`src/rtl/anhc_pkg.sv`:
```
// ----------------------------------------------------------------------------
// anhc_pkg
// Shared types and constants of the ARP next-hop cache: transaction payloads,
// operation codes and configuration register indexes.
// ----------------------------------------------------------------------------
package anhc_pkg;

  localparam int unsigned EntriesDefault = 8;

  localparam int unsigned IpW     = 32;
  localparam int unsigned MacW    = 48;
  localparam int unsigned CfgIdxW = 2;
  localparam int unsigned CfgW    = 32;

  // operation codes
  localparam logic OpResolve = 1'b0;
  localparam logic OpLearn   = 1'b1;

  // configuration register indexes
  localparam logic [CfgIdxW-1:0] CfgLocalIp    = 2'd0;
  localparam logic [CfgIdxW-1:0] CfgSubnetMask = 2'd1;
  localparam logic [CfgIdxW-1:0] CfgGatewayIp  = 2'd2;

  typedef struct packed {
    logic            operation;
    logic [IpW-1:0]  peer_ip;
    logic [MacW-1:0] peer_mac;
    logic [IpW-1:0]  target_ip;
  } item_t;

  typedef struct packed {
    logic            hit;
    logic [MacW-1:0] found_mac;
    logic [IpW-1:0]  next_hop_ip;
    logic            request_needed;
    logic            stored;
  } result_t;

  typedef struct packed {
    logic [IpW-1:0]  ip;
    logic [MacW-1:0] mac;
  } entry_t;

endpackage

```
`src/rtl/arp_next_hop_cache_unit.sv`:
```
// ----------------------------------------------------------------------------
// arp_next_hop_cache_unit
// Resolves a destination to its next-hop MAC through a small ARP cache and
// learns entries from ARP replies, with round-robin replacement.
// ----------------------------------------------------------------------------
// A transaction is taken when start is high and busy is low. The cache lives
// in a synchronous memory with a single registered read port and is scanned
// one entry per cycle, lowest index first, until the first match or, on a
// miss, the last entry. The result appears on result_o for exactly one cycle
// with result_valid_o high and must be taken then: there is no way to hold it
// off. busy drops at the edge that shows the result, so the next transaction
// may start in that same cycle. Per-entry valid bits make the cache read as
// all zero right after reset, so no clearing pass is needed. Configuration
// may only be written while idle.
// ----------------------------------------------------------------------------
module arp_next_hop_cache_unit #(
  parameter int unsigned Entries = anhc_pkg::EntriesDefault
) (
  input  logic                           clk_i,
  input  logic                           rst_ni,
  input  logic                           start,
  output logic                           busy,
  input  anhc_pkg::item_t                item_i,
  output logic                           result_valid_o,
  output anhc_pkg::result_t              result_o,
  input  logic                           cfg_we_i,
  input  logic [anhc_pkg::CfgIdxW-1:0]   cfg_idx_i,
  input  logic [anhc_pkg::CfgW-1:0]      cfg_data_i
);

  localparam int unsigned IdxW = (Entries > 1) ? $clog2(Entries) : 1;
  localparam logic [IdxW-1:0] LastIdx = IdxW'(Entries - 1);

  localparam logic StIdle = 1'b0;
  localparam logic StScan = 1'b1;

  // configuration
  logic [anhc_pkg::IpW-1:0] local_ip_q, subnet_mask_q, gateway_ip_q;

  always_ff @(posedge clk_i or negedge rst_ni) begin
    if (!rst_ni) begin
      local_ip_q    <= '0;
      subnet_mask_q <= '0;
      gateway_ip_q  <= '0;
    end else if (cfg_we_i) begin
      unique case (cfg_idx_i)
        anhc_pkg::CfgLocalIp:    local_ip_q    <= cfg_data_i;
        anhc_pkg::CfgSubnetMask: subnet_mask_q <= cfg_data_i;
        anhc_pkg::CfgGatewayIp:  gateway_ip_q  <= cfg_data_i;
        default: ;
      endcase
    end
  end

  // control and payload registers
  logic                     state_q, state_d;
  anhc_pkg::item_t          item_q, item_d;
  logic [anhc_pkg::IpW-1:0] key_q, key_d;
  logic [IdxW-1:0]          rd_idx_q, rd_idx_d;
  logic [IdxW-1:0]          cmp_idx_q, cmp_idx_d;
  logic                     cmp_v_q, cmp_v_d;
  logic [IdxW-1:0]          wp_q, wp_d;
  logic [Entries-1:0]       valid_q, valid_d;
  logic                     result_valid_q, result_valid_d;
  anhc_pkg::result_t        result_q, result_d;

  // cache memory
  anhc_pkg::entry_t entry_mem_q [Entries];
  anhc_pkg::entry_t rd_data_q;
  logic             rd_valid_q;
  logic             rd_en;
  logic             mem_we;
  anhc_pkg::entry_t wr_data;

  always_ff @(posedge clk_i) begin
    if (mem_we) begin
      entry_mem_q[wp_q] <= wr_data;
    end
    if (rd_en) begin
      rd_data_q <= entry_mem_q[rd_idx_q];
    end
  end

  always_ff @(posedge clk_i or negedge rst_ni) begin
    if (!rst_ni) begin
      rd_valid_q <= 1'b0;
    end else if (rd_en) begin
      rd_valid_q <= valid_q[rd_idx_q];
    end
  end

  // entry as seen by the compare: never-written entries read as zero
  logic                      ent_match;
  logic [anhc_pkg::MacW-1:0] ent_mac;
  logic                      local_dest;

  always_comb begin
    ent_match  = rd_valid_q ? (rd_data_q.ip == key_q) : (key_q == '0);
    ent_mac    = rd_valid_q ? rd_data_q.mac : '0;
    local_dest = ((item_i.peer_ip ^ local_ip_q) & subnet_mask_q) == '0;
  end

  always_comb begin
    state_d        = state_q;
    item_d         = item_q;
    key_d          = key_q;
    rd_idx_d       = rd_idx_q;
    cmp_idx_d      = cmp_idx_q;
    cmp_v_d        = cmp_v_q;
    wp_d           = wp_q;
    valid_d        = valid_q;
    result_valid_d = 1'b0;
    result_d       = result_q;
    rd_en          = 1'b0;
    mem_we         = 1'b0;
    wr_data.ip     = item_q.peer_ip;
    wr_data.mac    = item_q.peer_mac;

    unique case (state_q)
      StIdle: begin
        if (start) begin
          item_d   = item_i;
          rd_idx_d = '0;
          cmp_v_d  = 1'b0;
          state_d  = StScan;
          if (item_i.operation == anhc_pkg::OpLearn) begin
            key_d = item_i.peer_ip;
          end else if (local_dest) begin
            key_d = item_i.peer_ip;
          end else begin
            key_d = gateway_ip_q;
          end
        end
      end
      StScan: begin
        // one read issued per cycle, compare follows in the next cycle
        rd_en     = 1'b1;
        cmp_v_d   = 1'b1;
        cmp_idx_d = rd_idx_q;
        if (rd_idx_q != LastIdx) begin
          rd_idx_d = rd_idx_q + 1'b1;
        end
        if (cmp_v_q && (ent_match || cmp_idx_q == LastIdx)) begin
          state_d        = StIdle;
          cmp_v_d        = 1'b0;
          result_valid_d = 1'b1;
          result_d       = '0;
          if (item_q.operation == anhc_pkg::OpResolve) begin
            result_d.next_hop_ip    = key_q;
            result_d.hit            = ent_match;
            result_d.found_mac      = ent_match ? ent_mac : '0;
            result_d.request_needed = !ent_match;
          end else if (!ent_match && item_q.target_ip == local_ip_q) begin
            mem_we          = 1'b1;
            valid_d[wp_q]   = 1'b1;
            wp_d            = (wp_q == LastIdx) ? '0 : wp_q + 1'b1;
            result_d.stored = 1'b1;
          end
        end
      end
      default: state_d = StIdle;
    endcase
  end

  always_ff @(posedge clk_i or negedge rst_ni) begin
    if (!rst_ni) begin
      state_q        <= StIdle;
      rd_idx_q       <= '0;
      cmp_idx_q      <= '0;
      cmp_v_q        <= 1'b0;
      wp_q           <= '0;
      valid_q        <= '0;
      result_valid_q <= 1'b0;
    end else begin
      state_q        <= state_d;
      rd_idx_q       <= rd_idx_d;
      cmp_idx_q      <= cmp_idx_d;
      cmp_v_q        <= cmp_v_d;
      wp_q           <= wp_d;
      valid_q        <= valid_d;
      result_valid_q <= result_valid_d;
    end
  end

  always_ff @(posedge clk_i) begin
    item_q   <= item_d;
    key_q    <= key_d;
    result_q <= result_d;
  end

  assign busy           = (state_q == StScan);
  assign result_valid_o = result_valid_q;
  assign result_o       = result_q;

endmodule
```
`config.mk`:
```
export PLATFORM = sky130hd
export DESIGN_NAME = arp_next_hop_cache_unit
export DESIGN_NICKNAME = d
export VERILOG_FILES = /design/src/rtl/anhc_pkg.sv /design/src/rtl/arp_next_hop_cache_unit.sv
export SDC_FILE = /design/constraint.sdc
export NUM_CORES = 1
export LEC_CHECK = 0
export BUFFER_PORTS_ARGS = -buffer_cell sky130_fd_sc_hd__buf_2
export CORE_MARGIN = 2
export CORE_UTILIZATION = 44
export CTS_CLUSTER_DIAMETER = 60
export CTS_CLUSTER_SIZE = 40
export DETAILED_ROUTE_END_ITERATION = 12
export GPL_TIMING_DRIVEN = 0
export MAX_ROUTING_LAYER = met4
export PLACE_DENSITY_LB_ADDON = 0.1
export SLEW_MARGIN = 10
export SYNTH_ARGS = -nofsm -noshare
export SYNTH_HDL_FRONTEND = slang
export SYNTH_SLANG_ARGS = --single-unit
```
`constraint.sdc`:
```
create_clock -name clk_i -period 27.7 [get_ports clk_i]
set_clock_uncertainty 0.05 [all_clocks]
set_input_delay 5.54 -clock clk_i [delete_from_list [all_inputs] [get_ports clk_i]]
set_output_delay 5.54 -clock clk_i [all_outputs]
set_load 0.02 [all_outputs]
```
==> impl_metrics.json <==
{
  "worstSetupStartpointType": "flip-flop",
  "synth_top_area_frac": 0.713,
  "syn-num-nets": 1960,
  "crit_start": "busy",
  "relSlewSlack": 0.235,
  "fmax_ghz": 0.133,
  "worst_pin_slew_ns": 1.14,
  "synthCells": 1805,
  "syn_area_mm2": 0.0399,
  "r2r_start": "local_ip_q[10]",
  "synth_area_leaders": "edfxtp_1, mux4_2, dfrtp_1",
  "ys_warn_count": 0,
  "worstPathArrival_ns": 1.93,
  "period_needed_ns": 7.52,
  "grtUsageTotal": 0.204,
  "synthFlopType": "edfxtp_1",
  "grt-ovfl-total": 0,
  "yosysSeqAreaShare": 0.786,
  "p_per_area_mw_per_mm2": 90.7,
  "nNetsFinal": 2359,
  "start_util": 0.444,
  "fin_crit_sh": 0.271,
  "path_clk_slew_ns": 0.08,
  "drtPass1Iterations": 5,
  "critPathMaxFanout": 40,
  "slowest_stage": "dfrtp_4",
  "hp-start": "valid_q[1]",
  "port_buffers": 235,
  "finalSetupViolations": 0,
  "crit_chain": "buf_2",
  "rows": 110,
  "critPathKind": "flip-flop to primary output",
  "cp.required_ns": 22.11,
  "synth_common_cells": "edfxtp_1, mux2_2, mux4_2",
  "vias": 18622,
  "yosysMostFrequentCell": "edfxtp_1",
  "place.gp.congestion": 0.856,
  "holdPathStages": 1,
  "design.core.area_mm2": 0.0900,
  "via_per_inst": 5.39,
  "fin_area_mm2": 0.0468,
  "dp_hpwl_mm": 62.1,
  "cts.sinks": 1065,
  "ys_seq_elements": 1065,
  "ctsRootBufferMaster": "clkbuf_16",
  "tritoncts.num_buffers": 84,
  "grt_setup_unrepaired": "false",
  "synth-edff-count": 948,
  "hp-class": "flip-flop to flip-flop",
  "ir_worst_vdd_uv": 58.5,
  "die_y_um": 305,
  "avgSynthCellArea_um2": 22.1,
  "synth_cell_types": 44,
  "drt-total-wl_mm": 91.0,
  "slowest_delay_ns": 0.93,
  "outcome": "finished, final reports clean",
  "synth_area_leader_cell": "edfxtp_1",
  "path_buf_inv": 1,
  "cts-htree-levels": 3,
  "setup-tns-final_ns": 0,
  "cts_buffer_depth": 3,
  "grt_pass1_vias": 19889,
  "die_w_um": 305,
  "critPathCaptureType": "primary output",
  "drv_slew": 0,
  "grt_max_degree": 74,
  "top_level_ports": 236,
  "drt_iter0_markers": 1321,
  "p_leak_uw": 0.0158,
  "antenna_found_initial": 3,
  "async_reset_ff_frac": 0.110,
  "fp.dieArea_mm2": 0.0932,
  "max-cap-violations": 0,
  "cts_setup_buffers": 0,
  "placed_area_mm2": 0.0438,
  "crit_cells": 1,
  "cts_resized": 0,
  "cp_top_family": "flip-flops",
  "syn_to_final_growth_pct": 17.3,
  "wire_per_inst_um": 26.4,
  "timing.hold.ws_ns": 0.430,
  "reg2reg_depth": 11,
  "grt_pass1_wl_mm": 133,
  "drc": 0,
  "ctsHoldBuffers": 0,
  "drive_gt1_frac": 0.385,
  "hold_viol_final": 0,
  "worstSkewPairLatency_ns": 0.67,
  "ant_nets": 0,
  "cts_tree": "yes"
}
kinds of logic (layout without fill, tap and decap cells):
kind of cell	count (synthesis)	after routing	synth area share
buf+inv	79	549	0.00940
xor+xnor	95	95	0.0208
other cells	0	1	0
flops	1065	1065	0.786
simple gates	151	151	0.0232
fa+ha+maj	4	4	0.00125
mux	377	377	0.152
compound gates	34	34	0.00671
area by class of cell:
cell class	count	area [µm²]
Clock inverter	68	925
Multi-Input combinational cell	661	8220
Antenna cell	1	2.50
Clock buffer	89	2120
Tap cell	1176	1470
Sequential cell	1065	31400
Timing Repair Buffer	313	2310
Inverter	8	30.0
Fill cell	7190	43200
Buffer	71	345
layer usage:
metal,vias up,global-route usage,routed length (µm)
met1,9911,0.264,38600
met5,-,-,0
met4,0,0.0574,2510
met2,466,0.338,46000
met3,141,0.0331,3910
li1,8104,-,-
state kept, by name (all words and copies together), names as in the netlist, 8 cells and up:
name / cells
entry_mem_q: 640
item_q: 113
result_o: 83
rd_data_q: 80
gateway_ip_q: 32
key_q: 32
local_ip_q: 32
subnet_mask_q: 32
valid_q: 8
through the flow:
step                utilization  total power (µW)  std cells  setup WS (ns)
finish                    0.520              4250       3452          20.18
global placement          0.473              3000       3216           5.36
CTS                       0.520              4310       3451          20.10
global route              0.520              4430       3451          20.10
detailed placement        0.486              3010       3294          19.82
floorplan                     -              2690       1805          15.32
layout by cell type, fill, tap and decap left out, drive strengths merged, types with 2 or more instances in the layout:
master    instances
a21oi             3
a22o              2
a22oi            16
and2             48
and2b             4
buf             339
bufinv            3
clkbuf          134
clkinv           32
clkinvlp          2
dfrtp           117
edfxtp          948
ha                4
inv              39
mux2            214
mux4            162
nand2             4
nand3             5
nand3b            2
nand4            15
nor2             14
nor2b            30
nor3              3
nor4             21
o21bai            4
o31ai             2
o41ai             3
or3               3
xnor2            28
xor2             67
worst paths after layout:
kind | to | slack [ns]
max | busy | 20.18
min | valid_q[1] | 0.43
max reg2reg | entry_mem_q[4][66] | 23.38
min reg2reg | valid_q[1] | 0.43
max in group asynchronous | busy | 22.01
min in group asynchronous | gateway_ip_q[23] | 4.87
where the power goes:
| group | leakage, µW | switching [µW] | internal [µW] | total, µW |
|---|---|---|---|---|
| clock network | 0.00147 | 657 | 638 | 1300 |
| registers | 0.0100 | 120 | 1990 | 2110 |
| logic | 0.00430 | 440 | 405 | 846 |
No activity file was read; power rests on OpenSTA's default activity.
